`config.mk`:
```
export PLATFORM = sky130hd
export DESIGN_NAME = i2c_register_access_sequencer_top_flat
export DESIGN_NICKNAME = d
export VERILOG_FILES = /design/src/sv/i2c_ras_pkg.sv /design/src/sv/i2c_ras_if.sv /design/src/sv/i2c_register_access_sequencer_top.sv /design/src/sv/i2c_ras_core.sv /design/src/sv/i2c_ras_outq.sv /design/src/flat_wrapper.sv
export SDC_FILE = /design/constraint.sdc
export NUM_CORES = 1
export LEC_CHECK = 0
export BUFFER_PORTS_ARGS = -buffer_cell sky130_fd_sc_hd__buf_2
export CORE_ASPECT_RATIO = 2
export CORE_UTILIZATION = 43
export CTS_CLUSTER_DIAMETER = 80
export DETAILED_ROUTE_END_ITERATION = 10
export PLACE_DENSITY = 0.73
export SYNTH_ARGS = -nofsm -noshare
export SYNTH_HDL_FRONTEND = slang
export SYNTH_SLANG_ARGS = --single-unit
```
`constraint.sdc`:
```
create_clock -name clk -period 7.65 [get_ports clk]
set_clock_uncertainty 0.1 [all_clocks]
set_input_delay 1.53 -clock clk [delete_from_list [all_inputs] [get_ports clk]]
set_output_delay 1.53 -clock clk [all_outputs]
set_load 0.02 [all_outputs]
```
`src/sv/i2c_ras_pkg.sv`:
```
package i2c_ras_pkg;

  localparam logic [1:0] CMD_PROBE = 2'd0;
  localparam logic [1:0] CMD_WRITE = 2'd1;
  localparam logic [1:0] CMD_READ  = 2'd2;
  localparam logic [1:0] CMD_RESP  = 2'd3;

  localparam logic [2:0] ACT_START = 3'd0;
  localparam logic [2:0] ACT_SEND  = 3'd1;
  localparam logic [2:0] ACT_RACK  = 3'd2;
  localparam logic [2:0] ACT_RNACK = 3'd3;
  localparam logic [2:0] ACT_STOP  = 3'd4;
  localparam logic [2:0] ACT_DONE  = 3'd5;

  typedef struct packed {
    logic [1:0]  cmd;
    logic [6:0]  dev_addr;
    logic [7:0]  reg_addr;
    logic [15:0] write_value;
    logic        bus_ok;
    logic [7:0]  bus_data;
  } cmd_item_t;

  typedef struct packed {
    logic [2:0]  action;
    logic [7:0]  action_byte;
    logic        done_error;
    logic [15:0] read_value;
    logic        last;
  } result_t;

  // Up to two result words produced by one input word.
  typedef struct packed {
    result_t    r0;
    result_t    r1;
    logic [1:0] n;
  } res_pair_t;

  function automatic result_t mk_one(input logic [2:0] act, input logic [7:0] byte_val);
    result_t r;
    r.action      = act;
    r.action_byte = byte_val;
    r.done_error  = 1'b0;
    r.read_value  = 16'd0;
    r.last        = 1'b1;
    return r;
  endfunction

  function automatic result_t mk_stop();
    result_t r;
    r        = '0;
    r.action = ACT_STOP;
    return r;
  endfunction

  function automatic result_t mk_done(input logic err, input logic [15:0] val);
    result_t r;
    r.action      = ACT_DONE;
    r.action_byte = 8'd0;
    r.done_error  = err;
    r.read_value  = val;
    r.last        = 1'b1;
    return r;
  endfunction

endpackage

```
`src/sv/i2c_ras_if.sv`:
```
interface i2c_ras_cmd_if;
  import i2c_ras_pkg::*;
  logic      valid;
  logic      ready;
  cmd_item_t data;
  modport source (output valid, output data, input ready);
  modport sink (input valid, input data, output ready);
endinterface

interface i2c_ras_res_if;
  import i2c_ras_pkg::*;
  logic    valid;
  logic    ready;
  result_t data;
  modport source (output valid, output data, input ready);
  modport sink (input valid, input data, output ready);
endinterface

```
`src/sv/i2c_register_access_sequencer_top.sv`:
```
// Channel  Direction  Payload
// req      in         cmd, dev_addr, reg_addr, write_value, bus_ok, bus_data
// rsp      out        action, action_byte, done_error, read_value, last
//
// One word is accepted per cycle while req.ready is high; it is registered,
// decoded against the sequencer state and its results land in a two-word
// output register, from which a stop-and-done pair leaves as two words in
// turn. Synchronous reset returns to idle.
// A stalled output holds its word and backs up into req.ready.
module i2c_register_access_sequencer_top (
  input logic           clk,
  input logic           rst,
  i2c_ras_cmd_if.sink   req,
  i2c_ras_res_if.source rsp
);
  import i2c_ras_pkg::*;

  logic      in_valid;
  cmd_item_t in_item;
  res_pair_t pair;
  logic      free;
  logic      advance;

  assign advance   = in_valid && (pair.n == 2'd0 || free);
  assign req.ready = !in_valid || advance;

  always_ff @(posedge clk) begin
    if (rst) begin
      in_valid <= 1'b0;
    end else if (req.ready) begin
      in_valid <= req.valid;
    end
  end

  always_ff @(posedge clk) begin
    if (req.ready && req.valid) begin
      in_item <= req.data;
    end
  end

  i2c_ras_core u_core (
    .clk  (clk),
    .rst  (rst),
    .item (in_item),
    .step (advance),
    .res  (pair)
  );

  i2c_ras_outq u_outq (
    .clk  (clk),
    .rst  (rst),
    .load (advance && pair.n != 2'd0),
    .pair (pair),
    .free (free),
    .rsp  (rsp)
  );

endmodule

```
`src/sv/i2c_ras_core.sv`:
```
module i2c_ras_core (
  input  logic                    clk,
  input  logic                    rst,
  input  i2c_ras_pkg::cmd_item_t  item,
  input  logic                    step,
  output i2c_ras_pkg::res_pair_t  res
);
  import i2c_ras_pkg::*;

  typedef enum logic [3:0] {
    PH_IDLE, PH_START, PH_ADDR, PH_REG, PH_DHI,
    PH_DLO, PH_RSTART, PH_RADDR, PH_RHI, PH_RLO
  } phase_t;

  phase_t      phase, phase_next;
  logic [1:0]  op_kind;
  logic [6:0]  saved_device;
  logic [7:0]  saved_register;
  logic [15:0] saved_value;
  logic [7:0]  high_byte;
  logic [7:0]  wr_addr;

  assign wr_addr = {saved_device, 1'b0};

  always_comb begin
    phase_next = phase;
    res        = '0;
    if (item.cmd != CMD_RESP) begin
      if (phase == PH_IDLE) begin
        res.r0     = mk_one(ACT_START, 8'd0);
        res.n      = 2'd1;
        phase_next = PH_START;
      end
    end else begin
      // Every finish is a stop word followed by a done word, back to idle.
      case (phase)
        PH_IDLE: begin
          phase_next = PH_IDLE;
        end
        PH_RHI: begin
          res.r0     = mk_one(ACT_RNACK, 8'd0);
          res.n      = 2'd1;
          phase_next = PH_RLO;
        end
        PH_RLO: begin
          res.r0     = mk_stop();
          res.r1     = mk_done(1'b0, {high_byte, item.bus_data});
          res.n      = 2'd2;
          phase_next = PH_IDLE;
        end
        default: begin
          if (!item.bus_ok) begin
            res.r0     = mk_stop();
            res.r1     = mk_done(1'b1, 16'd0);
            res.n      = 2'd2;
            phase_next = PH_IDLE;
          end else begin
            res.n = 2'd1;
            case (phase)
              PH_START: begin
                res.r0     = mk_one(ACT_SEND, wr_addr);
                phase_next = PH_ADDR;
              end
              PH_ADDR: begin
                if (op_kind == CMD_PROBE) begin
                  res.r0     = mk_stop();
                  res.r1     = mk_done(1'b0, 16'd0);
                  res.n      = 2'd2;
                  phase_next = PH_IDLE;
                end else begin
                  res.r0     = mk_one(ACT_SEND, saved_register);
                  phase_next = PH_REG;
                end
              end
              PH_REG: begin
                if (op_kind == CMD_READ) begin
                  res.r0     = mk_one(ACT_START, 8'd0);
                  phase_next = PH_RSTART;
                end else begin
                  res.r0     = mk_one(ACT_SEND, saved_value[15:8]);
                  phase_next = PH_DHI;
                end
              end
              PH_DHI: begin
                res.r0     = mk_one(ACT_SEND, saved_value[7:0]);
                phase_next = PH_DLO;
              end
              PH_DLO: begin
                res.r0     = mk_stop();
                res.r1     = mk_done(1'b0, 16'd0);
                res.n      = 2'd2;
                phase_next = PH_IDLE;
              end
              PH_RSTART: begin
                res.r0     = mk_one(ACT_SEND, wr_addr | 8'd1);
                phase_next = PH_RADDR;
              end
              PH_RADDR: begin
                res.r0     = mk_one(ACT_RACK, 8'd0);
                phase_next = PH_RHI;
              end
              default: begin
                res.n      = 2'd0;
                phase_next = PH_IDLE;
              end
            endcase
          end
        end
      endcase
    end
  end

  always_ff @(posedge clk) begin
    if (rst) begin
      phase          <= PH_IDLE;
      op_kind        <= CMD_PROBE;
      saved_device   <= '0;
      saved_register <= '0;
      saved_value    <= '0;
      high_byte      <= '0;
    end else if (step) begin
      phase <= phase_next;
      if (item.cmd != CMD_RESP && phase == PH_IDLE) begin
        op_kind        <= item.cmd;
        saved_device   <= item.dev_addr;
        saved_register <= item.reg_addr;
        saved_value    <= item.write_value;
      end
      if (item.cmd == CMD_RESP && phase == PH_RHI) begin
        high_byte <= item.bus_data;
      end
    end
  end

endmodule

```
`src/sv/i2c_ras_outq.sv`:
```
module i2c_ras_outq (
  input  logic                   clk,
  input  logic                   rst,
  input  logic                   load,
  input  i2c_ras_pkg::res_pair_t pair,
  output logic                   free,
  i2c_ras_res_if.source          rsp
);
  import i2c_ras_pkg::*;

  result_t    slot0;
  result_t    slot1;
  logic [1:0] cnt;
  logic       take;

  assign take      = rsp.valid && rsp.ready;
  assign rsp.valid = (cnt != 2'd0);
  assign rsp.data  = slot0;
  // A new pair may enter when the queue is empty, or once the word in front is the last one and is leaving.
  assign free      = (cnt == 2'd0) || (cnt == 2'd1 && take);

  always_ff @(posedge clk) begin
    if (rst) begin
      cnt <= 2'd0;
    end else if (load) begin
      cnt   <= pair.n;
      slot0 <= pair.r0;
      slot1 <= pair.r1;
    end else if (take) begin
      cnt   <= cnt - 2'd1;
      slot0 <= slot1;
    end
  end

endmodule

```
`src/flat_wrapper.sv`:
```
// flat-port wrapper written by rule: the top's interface ports become plain ports
module i2c_register_access_sequencer_top_flat import i2c_ras_pkg::*;
  (clk, rst, req_valid, req_data, req_ready, rsp_valid, rsp_data, rsp_ready);
  i2c_ras_cmd_if req_i ();
  i2c_ras_res_if rsp_i ();
  input logic clk;
  input logic rst;
  input wire logic [$bits(req_i.valid)-1:0] req_valid;
  input wire logic [$bits(req_i.data)-1:0] req_data;
  output wire logic [$bits(req_i.ready)-1:0] req_ready;
  output wire logic [$bits(rsp_i.valid)-1:0] rsp_valid;
  output wire logic [$bits(rsp_i.data)-1:0] rsp_data;
  input wire logic [$bits(rsp_i.ready)-1:0] rsp_ready;
  assign req_i.valid = req_valid;
  assign req_i.data = req_data;
  assign req_ready = req_i.ready;
  assign rsp_valid = rsp_i.valid;
  assign rsp_data = rsp_i.data;
  assign rsp_i.ready = rsp_ready;
  i2c_register_access_sequencer_top u_core (.clk(clk), .rst(rst), .req(req_i), .rsp(rsp_i));
endmodule
```
# Word level (Yosys, flattened, before mapping)
# Cells that the tools add are included.
# word_totals
reg_bits	148
inputBits	46
output_inout_bits	31
wordCells	91
# classes
n_addsub	1
n_eq_ne	14
muxes	25
n_bitwise	1
n_reduce_logical	26
# op_table
cell	n
$pmux W29 S7	1
$mux W29	4
$pmux W29 S2	2
$pmux W29 S3	1
$mux W60	1
$mux W31	1
$mux W27	1
$pmux W4 S6	1
$eq A4 B3 Y1 const B	4
$mux W4	3
$pmux W2 S3	2
$mux W2	5
$reduce_and A2 Y1	5
$eq A4 B2 Y1 const B	2
$eq A4 B4 Y1 const B	2
$pmux W4 S2	1
$logic_and A1 B1 Y1	7
$logic_not A2 Y1	3
$reduce_bool A2 Y1	3
$reduce_or A5 Y1	1
$eq A2 B2 Y1 const B	2
$eq A4 B1 Y1 const B	1
$logic_not A4 Y1	1
$reduce_or A2 Y1	2
other kinds (8)	11

# Depth between registers and ports, before layout
# Gate-level depths: netlist of run 1.
# logic_depth
word_depth	12
depth_mapped	9
ltp_nobuf	8

# Modules after synthesis
# Synthesis of run 1 repeated with hierarchy kept, for this count alone.
# hier_totals
hier_cells	494
area_unflattened_um2	6123.4
# by_module_without_submodules
mod	instances	cells_per_inst	area_each_um2	seq_area_each_um2
i2c_ras_core	1	329	2536.2	900.9
i2c_ras_outq	1	113	2252.2	1781.7
i2c_register_access_sequencer_top	1	52	1335.0	1281.2

# Least setup slack after synthesis of run 1
# No wires, ideal clock.
# synth_path
path_type	input to output
from	input rsp_ready
to	output req_ready
arrival_time_ns	1.961
required_ns	6.020
setup_slack_ns	4.059
cell_stages	2
n_path_buf	0
cell_sequence	a21oi_1 -> o211ai_1
# synth_via
elab_chain_len	6
# synth_lines
item	line_no	source
start: declaration	flat_wrapper.sv:13	input wire logic [$bits(rsp_i.ready)-1:0] rsp_ready;
$logic_and A1 B1 Y1	i2c_ras_outq.sv:16	assign take = rsp.valid && rsp.ready;
$logic_and A1 B1 Y1	i2c_ras_outq.sv:20	assign free = (cnt == 2'd0) || (cnt == 2'd1 && take);
$logic_or A1 B1 Y1	i2c_ras_outq.sv:20	
$logic_or A1 B1 Y1	i2c_register_access_sequencer_top.sv:24	assign advance = in_valid && (pair.n == 2'd0 || free);
$logic_and A1 B1 Y1	i2c_register_access_sequencer_top.sv:24	
$logic_or A1 B1 Y1	i2c_register_access_sequencer_top.sv:25	assign req.ready = !in_valid || advance;
end: declaration	flat_wrapper.sv:10	output wire logic [$bits(req_i.ready)-1:0] req_ready;
# Every way passes these cells.

# Final worst setup path of run 1
# layout_path
from	register u_core.u_core.phase[0]
to	output req_ready
# layout_via
elab_chain_len	10
elab_cells_between_ends	20
cone_classes	eq/ne (9); mux (5); reduce/logical (6)
# layout_lines
item	line_no	source
start: declaration	i2c_ras_core.sv:15	phase_t phase, phase_next;
start signal: assignment	i2c_ras_core.sv:122	phase <= phase_next;
$eq A4 B3 Y1 (tied with other cells)	i2c_ras_core.sv:59	case (phase)
$reduce_or A5 Y1 (no line)	n/a	
$pmux W2 S3	i2c_ras_core.sv:59	
$mux W60	i2c_ras_core.sv:52	if (!item.bus_ok) begin
$pmux W2 S3	i2c_ras_core.sv:36	case (phase)
$mux W2 *	i2c_ras_core.sv:28	if (item.cmd != CMD_RESP) begin
$logic_not A2 Y1 *	i2c_register_access_sequencer_top.sv:24	
$logic_or A1 B1 Y1 *	i2c_register_access_sequencer_top.sv:24	
$logic_and A1 B1 Y1 *	i2c_register_access_sequencer_top.sv:24	
$logic_or A1 B1 Y1 *	i2c_register_access_sequencer_top.sv:25	
# Every way passes the cells marked *; elsewhere a longest branch is shown, timed or not.

==> qor.txt, run 1 <==
Core area = 12300 µm²
DR vias/cell = 5.03
Syn Nets = 489
Crit path DAT = 2550 ps
CTS H-Tree Depth = 4
CP endpoint = req_ready
Slew of the pin with the lowest slew margin = 957 ps
CTS tree = built
Leakage power = 0.00245 µW
Final number of max-transition violations = 0
ANT cells = 0
Outcome = finished, final reports clean
Type of the worst min-delay path = flip-flop to flip-flop
Clock Power Share = 0.419
Hold_ws = 356 ps
CTS Sinks = 137
Flops & latches, synth = 137
Internal power = 1520 µW
Clock Path Buffers = 2
Syn Area/Cell = 12.3 µm²
Fraction of final layout cells sized beyond drive strength 1 = 0.227
First-pass GRT wire length = 16200 µm
Overall power = 2030 µW
Final WL = 9880 µm
Row count = 57
Reg2Reg Setup Slack = 4540 ps
Largest net degree at the start of global routing = 84
Iter 0 DRT Violations = 213
Number of post-CTS setup repair buffers = 0
Net Sw Frac = 0.250
Routability cong. = 0.842
Clock Tree Root = clkbuf_16
Initial antenna violation count = 1
Fin Setup TNS = 0 ps
Fin. Hold Viols = 0
Final #Nets = 568
Post-CTS sizing = 0
Pwr Density = 309 nW/µm²
Maximum vdd ir drop = 245 µV
Clock latency at the later pin of the worst-skew pair = 410 ps
Mapped Area = 5440 µm²
R2R cell count = 7
Sequential Power Share = 0.452
RR Startpoint = u_core.u_core.phase[0]
CTS Hold Bufs = 0
DRT Pass-1 Iters = 5
Max-Cap Viols = 0
PortBufs = 76
CP endpoint kind = output pin
Die Ht = 161 µm
CTS Buf Count = 17
Worst Setup SP = u_core.u_core.phase[0]
Drt wl/cell = 14.5 µm
Tot GR Track Use = 0.168
NetSw = 508 µW
Sequential share of the synthesized area = 0.668
Max FO, Critical Path = 19
Vias = 3418
Clock slew at reported path FFs = 60 ps
Post-Synthesis Cells = 441
Die ar. = 13100 µm²
Comb pwr share = 0.129
Tmin final = 4180 ps
Fmax achieved = 239 MHz
Unrepaired setup endpoints after global routing = no
IO Count = 77
GRT overflow = 0
Max-slew headroom = 0.362
Dpl hpwl = 7040 µm
Syn. warnings = 0
Data required time of the critical path = 6020 ps
Critical path class = flip-flop to output pin
Vias in the first global route = 3466
Final setup fails = 0
ANT nets after route = 0
Final critical-path share of the clock period = 0.547
Initial core utilization = 0.443
Chip width = 81.5 µm
RR Endpoint = u_core.u_outq.slot1[6]
Area delta synth->final = 20.7%
Crit path launch type = flip-flop
Number of distinct library cells after synthesis = 42
DRC = 0
## cell usage after synthesis (all sizes together)
master  number  area (µm²)
nand4b       2        17.5
mux2         1        11.3
nand3        2        10.0
o211ai       2        20.0
nor3         9        55.1
a211oi       2        20.0
nor2        19        78.8
nand2      100         375
nor2b        4        25.0
a21oi       16        80.1
o21ai        6        30.0
dfxtp       48         961
a221oi       2        17.5
a22oi        2        15.0
mux2i       41         410
o21a         2        15.0
or3          1        6.26
a211o        1        8.76
inv          9        33.8
ha           2        25.0
nor4         2        12.5
a222oi       7        70.1
or4          2        18.8
and4         1        8.76
o221a        2        22.5
a221o        1        10.0
edfxtp      89        2670
o211a        2        20.0
xnor2        2        17.5
nand3b       1        7.51
clkbuf      13        48.8
nand2b       3        18.8
and2        36         225
buf          9        67.6
## power by group through the flow
stage / Clock, µW / Sequential [µW] / Combinational (µW)
after global routing: 896 / 925 / 291
final: 851 / 917 / 262
after floorplan: 0 / 948 / 173
after global placement: 0 / 931 / 259
after detailed placement: 0 / 934 / 265
after CTS: 866 / 918 / 266
## cells by family (layout without fill, tap and decap cells)
kind of cell | Yosys count | count (layout) | synth area share
AO/OA/AOI/OAI | 45 | 45 | 0.0605
XOR/XNOR | 2 | 2 | 0.00322
adder cells (fa/ha/maj) | 2 | 2 | 0.00460
buffers and inverters | 31 | 123 | 0.0276
flip-flops | 137 | 137 | 0.668
multiplexers | 42 | 42 | 0.0776
AND/OR/NAND/NOR | 182 | 182 | 0.158
## cell usage in the layout, fill, tap and decap left out, types with 3 or more instances in the layout
cell        netlist  routed
nand2_1         100     100
edfxtp_1         89      89
buf_2             3      76
dfxtp_1          48      48
mux2i_1          41      41
and2_1           36      35
nor2_1           18      18
clkbuf_16         0      17
a21oi_1          16      16
inv_1             9       8
nor3_1            7       7
a222oi_1          7       7
buf_4             0       6
o21ai_0           5       5
nor2b_1           4       4
bufinv_16         0       4
nand2b_1          3       3
inv_6             0       3
clkinvlp_4        0       3
## worst max-delay path, stage by stage (launching register included)
cell and delay (ps):
dfxtp_1 700, nand2b_1 220, xnor2_1 170, o211a_1 260
nor3_1 400, o211ai_1 200, buf_2 190
## per-layer routing
layer / global-route usage / wire length [µm] / vias to the layer above / part of all wire
met5: 0 / 13 / - / 0.0013
met4: 0.105 / 309 / 2 / 0.031
met3: 0.0469 / 391 / 19 / 0.040
met2: 0.296 / 5490 / 89 / 0.56
met1: 0.165 / 3680 / 1592 / 0.37
li1: - / - / 1716 / -
## sequential cells by signal (all words and copies together) (netlist names)
| name | flops |
|---|---|
| u_core.u_outq.slot1 | 18 |
| u_core.u_core.saved_device | 7 |
| u_core.in_valid | 1 |
| u_core.u_outq.rsp.data | 29 |
| u_core.u_core.op_kind | 2 |
| u_core.u_core.saved_register | 8 |
| u_core.in_item | 42 |
| u_core.u_core.high_byte | 8 |
| u_core.u_core.saved_value | 16 |
| u_core.u_outq.cnt | 2 |
| u_core.u_core.phase | 4 |
## worst min-delay path by stage
stage,startpoint,endpoint,slack (ps),depth (start not counted)
after floorplan,u_core.u_core.high_byte[0],u_core.u_core.high_byte[0],330,2
after global placement,u_core.u_core.high_byte[3],u_core.u_core.high_byte[3],340,2
after detailed placement,u_core.u_core.saved_device[2],u_core.u_core.saved_device[2],350,2
after CTS,u_core.u_core.saved_value[11],u_core.u_core.saved_value[11],360,2
after global routing,u_core.u_core.saved_value[11],u_core.u_core.saved_value[11],380,2
final,u_core.u_core.saved_device[2],u_core.u_core.saved_device[2],360,2
## layout make-up
class                   instances  area (µm²)
clock inverters                14         195
well taps                     147         184
inverters                       9        33.8
fillers                      1068        5710
clock buffers                  18         429
repair buffers                 82         425
multi-input cells             273        1660
flip-flops and latches        137        3630
## metrics by stage
stage	area [µm²]	util	instances	setup WS (ps)
CTS	6560	0.535	680	3490
global route	6560	0.535	680	3280
global placement	5940	0.484	648	3830
floorplan	5440	-	441	4060
finish	6560	0.535	680	3470
detailed placement	5940	0.484	648	3800
Power figures use the tool's default switching activity.
==> inputs of run 2 (changes only) <==
--- a/config.mk
+++ b/config.mk
@@ -10,7 +10,7 @@
 export CORE_UTILIZATION = 43
 export CTS_CLUSTER_DIAMETER = 80
 export DETAILED_ROUTE_END_ITERATION = 10
-export PLACE_DENSITY = 0.73
+export PLACE_DENSITY = 0.75
 export SYNTH_ARGS = -nofsm -noshare
 export SYNTH_HDL_FRONTEND = slang
 export SYNTH_SLANG_ARGS = --single-unit
==> constraint.sdc (replaced) <==
create_clock -name clk -period 3.8 [get_ports clk]
set_clock_uncertainty 0.1 [all_clocks]
set_input_delay 0.76 -clock clk [delete_from_list [all_inputs] [get_ports clk]]
set_output_delay 0.76 -clock clk [all_outputs]
set_load 0.02 [all_outputs]
==> qor.txt, run 2 (synthesis results as in run 1) <==
Outcome = finished, final reports clean
Final #Nets = 570
CP endpoint kind = output pin
Most common cell after layout, fill and taps aside = nand2_1
Fmax achieved = 286 MHz
Tmin final = 3490 ps
Final critical-path share of the clock period = 0.920
Pwr Density = 600 nW/µm²
Maximum vdd ir drop = 431 µV
RR Startpoint = u_core.u_core.phase[0]
Largest net degree at the start of global routing = 60
Slew of the pin with the lowest slew margin = 898 ps
Hold path start = u_core.u_core.high_byte[6]
DRT Pass-1 Iters = 7
Tot GR Track Use = 0.168
Routability cong. = 0.872
Worst Setup SP = u_core.u_core.phase[0]
Leakage power = 0.00243 µW
Final WL = 10000 µm
Pre-CTS setup slack = 812 ps
Type of the worst min-delay path = flip-flop to flip-flop
DRC = 0
Max-Cap Viols = 0
Initial core utilization = 0.443
IO Count = 77
Initial antenna violation count = 0
Final setup fails = 0
DRT met1 WL = 3610 µm
WL met3 = 520 µm
Core area = 12300 µm²
ANT cells = 0
DR vias/cell = 5.23
Fin Setup TNS = 0 ps
Hold_ws = 357 ps
Slowest stage cell, crit path = dfxtp_1
Clock Path Buffers = 2
CTS tree = built
CTS H-Tree Depth = 4
Max FO, Critical Path = 19
CTS Sinks = 137
Final number of max-transition violations = 0
Row count = 57
Crit path launch type = flip-flop
ANT nets after route = 0
Max reg flops = 42
Final Util = 0.530
GRT overflow = 0
CTS Buf Count = 17
Fin. Hold Viols = 0
Most frequent cells in the layout = 100 x nand2_1, 89 x edfxtp_1, 76 x buf_2
Number of post-CTS setup repair buffers = 0
Post-CTS sizing = 0
First-pass GRT wire length = 16200 µm
Vias in the first global route = 3477
Drt wl/cell = 14.7 µm
CTS Hold Bufs = 0
Data required time of the critical path = 2940 ps
Overall power = 3910 µW
Fraction of final layout cells sized beyond drive strength 1 = 0.230
Crit path DAT = 2630 ps
Critical path class = flip-flop to output pin
DR WL met2 = 5430 µm
PortBufs = 76
Chip width = 81.5 µm
Clock Tree Root = clkbuf_16
Crit path cell chain = nand2b_1, xnor2_1, o211a_1, nor3_1, o211ai_1, buf_2
Clock slew at reported path FFs = 60 ps
Largest register by flop count = u_core.in_item
Iter 0 DRT Violations = 261
Max-slew headroom = 0.397
Crit-path max cell delay = 690 ps
Area delta synth->final = 19.7%
Dpl hpwl = 7180 µm
Fin worst setup slack = 306 ps
Clock latency at the later pin of the worst-skew pair = 420 ps
Die ar. = 13100 µm²
Vias = 3569
Die Ht = 161 µm
Uppermost layer routed = met4
Unrepaired setup endpoints after global routing = no
-- run 2: changes by cell type in the layout (fill, tap and decap cells not counted) --
cell / change
bufinv_16: -3
clkinv_4: +1
buf_4: +2
clkbuf_1: +1
clkinv_2: +2
clkinv_1: -1
-- run 2: power breakdown --
group / internal, µW / switching [µW]
combinational: 193 / 342
sequential: 1770 / 73.5
clock: 903 / 622
-- run 2: path summary, 6_finish.rpt --
kind,end,slack (ps),cells past startpoint
max,req_ready,310,6
min,u_core.u_core.high_byte[6],360,2
max reg2reg,u_core.in_item[37],740,7
min reg2reg,u_core.u_core.high_byte[6],360,2
-- run 2: stage by stage --
stage | area (µm²) | cells
after floorplan | 5440 | 441
after global placement | 5950 | 650
after detailed placement | 5950 | 650
after CTS | 6500 | 682
after global routing | 6500 | 682
final | 6500 | 682
-- run 2: cell type report --
cell class | count | area [µm²]
Inverter | 9 | 33.8
Clock buffer | 19 | 433
Timing Repair Buffer | 84 | 440
Tap cell | 147 | 184
Multi-Input combinational cell | 273 | 1660
Sequential cell | 137 | 3630
Clock inverter | 13 | 120
Fill cell | 1056 | 5760
-- run 2: metal layers --
metal,GRT usage,vias to the layer above
met5,0,-
met2,0.291,131
met1,0.170,1675
met4,0.108,0
li1,-,1727
met3,0.0480,36
-- run 2: worst max-delay path, delay by kind of cell, from the launching register on --
family | cells | cell delay (ps)
buffers and inverters | 1 | 210
AO/OA/AOI/OAI | 2 | 510
AND/OR/NAND/NOR | 2 | 630
flip-flops | 1 | 690
XOR/XNOR | 1 | 180
==> inputs of run 3 (changes only) <==
--- a/config.mk
+++ b/config.mk
@@ -5,12 +5,14 @@
 export SDC_FILE = /design/constraint.sdc
 export NUM_CORES = 1
 export LEC_CHECK = 0
-export BUFFER_PORTS_ARGS = -buffer_cell sky130_fd_sc_hd__buf_2
 export CORE_ASPECT_RATIO = 2
+export CORE_MARGIN = 8
 export CORE_UTILIZATION = 43
 export CTS_CLUSTER_DIAMETER = 80
 export DETAILED_ROUTE_END_ITERATION = 10
-export PLACE_DENSITY = 0.75
+export DONT_BUFFER_PORTS = 1
+export PLACE_DENSITY = 0.7
+export REMOVE_ABC_BUFFERS = 1
 export SYNTH_ARGS = -nofsm -noshare
 export SYNTH_HDL_FRONTEND = slang
 export SYNTH_SLANG_ARGS = --single-unit
==> qor.txt, run 3 (synthesis results as in run 1) <==
Drt wl/cell = 17.0 µm
Largest net degree at the start of global routing = 48
CTS Hold Bufs = 0
CTS Sinks = 137
Core area = 12500 µm²
Fin. Hold Viols = 0
Most frequent cells in the layout = 100 x nand2_1, 89 x edfxtp_1, 48 x dfxtp_1
Data required time of the critical path = 2940 ps
Dpl hpwl = 7130 µm
Maximum vdd ir drop = 421 µV
Post-CTS sizing = 0
Min-Delay Endpoint = u_core.in_valid
DRC = 0
Iter 0 DRT Violations = 294
Max reg flops = 42
Pwr Density = 637 nW/µm²
Initial core utilization = 0.436
Area delta synth->final = 13.0%
ANT cells = 0
CTS H-Tree Depth = 4
Tot GR Track Use = 0.130
Row count = 58
Max FO, Critical Path = 19
Fmax achieved = 297 MHz
Final setup fails = 0
GRT overflow = 0
RR Endpoint = u_core.in_item[16]
Outcome = finished, final reports clean
IO Count = 77
Clock Path Buffers = 2
DR vias/cell = 5.31
Routability cong. = 0.884
Initial antenna violation count = 1
Die Ht = 175 µm
Fin Setup TNS = 0 ps
Max-Cap Viols = 0
DRT Pass-1 Iters = 5
Critical path class = flip-flop to output pin
Crit path launch type = flip-flop
Die ar. = 16700 µm²
Leakage power = 0.00214 µW
Reg2Reg Setup Slack = 610 ps
Crit path DAT = 2510 ps
Unrepaired setup endpoints after global routing = no
Min-Delay Path Depth = 1
Max-slew headroom = 0.300
Hold path start = rst
Slew of the pin with the lowest slew margin = 1040 ps
Final WL = 10300 µm
Vias in the first global route = 3288
Final Util = 0.492
R2R cell count = 7
Clock Tree Root = clkbuf_16
Final critical-path share of the clock period = 0.886
Clock slew at reported path FFs = 60 ps
CTS tree = built
Type of the worst min-delay path = input pin to flip-flop
CTS Buf Count = 17
ANT nets after route = 0
Tmin final = 3370 ps
Largest register by flop count = u_core.in_item
Fraction of final layout cells sized beyond drive strength 1 = 0.0961
Final number of max-transition violations = 0
Number of post-CTS setup repair buffers = 0
Fill count = 1092
Most common cell after layout, fill and taps aside = nand2_1
Vias = 3227
Final #Nets = 493
Clock latency at the later pin of the worst-skew pair = 410 ps
CP endpoint kind = output pin
PortBufs = 0
First-pass GRT wire length = 16300 µm
RR Startpoint = u_core.u_core.phase[0]
Chip width = 95.5 µm
-- run 3: worst max-delay path by stage --
stage                           start                             to  cells past startpoint
2_1_floorplan  u_core.u_core.phase[0]  u_core.u_core.saved_device[0]                      6
3_3_place_gp   u_core.u_core.phase[0]             u_core.in_item[29]                      7
3_5_place_dp   u_core.u_core.phase[0]              u_core.in_item[7]                      7
4_1_cts        u_core.u_core.phase[0]                      req_ready                      5
5_1_grt        u_core.u_core.phase[0]                      req_ready                      5
6_report       u_core.u_core.phase[0]                      req_ready                      5
-- run 3: power by group --
| part | internal, µW | switching, µW | leakage [µW] |
|---|---|---|---|
| logic | 141 | 266 | 0.000608 |
| clock network | 975 | 622 | 0.000280 |
| registers | 1780 | 137 | 0.00125 |
-- run 3: per-stage QoR --
| step | total power, µW | hold WS [ps] | setup slack (ps) | cells | cell area, µm² |
|---|---|---|---|---|---|
| after floorplan | 2240 | 330 | 220 | 419 | 5320 |
| after global placement | 2340 | 339 | 709 | 576 | 5570 |
| after detailed placement | 2360 | 343 | 568 | 576 | 5570 |
| after CTS | 3960 | 298 | 428 | 608 | 6140 |
| after global routing | 4080 | 297 | 207 | 608 | 6140 |
| final | 3920 | 313 | 433 | 608 | 6140 |
-- run 3: metal layers --
layer | vias up | track usage | part of all wire
met1 | 1532 | 0.122 | 0.36
li1 | 1571 | - | -
met4 | 2 | 0.0646 | 0.017
met5 | - | 0 | 0.0013
met2 | 103 | 0.238 | 0.57
met3 | 19 | 0.0426 | 0.046
-- run 3: layout make-up --
type / count / area, µm² / area share
tap: 150 / 188 / 0.0305
sequential: 137 / 3630 / 0.591
inverter: 9 / 33.8 / 0.00550
timing repair buffer: 7 / 52.6 / 0.00855
clock buffer: 19 / 433 / 0.0705
multi-input combinational: 273 / 1660 / 0.270
clock inverter: 13 / 144 / 0.0234
-- run 3: critical path: stages, from the launching register on --
cell and delay [ps]:
dfxtp_1 680, nand2b_1 220, xnor2_1 180, o211a_1 260, nor3_1 380, o211ai_1 380
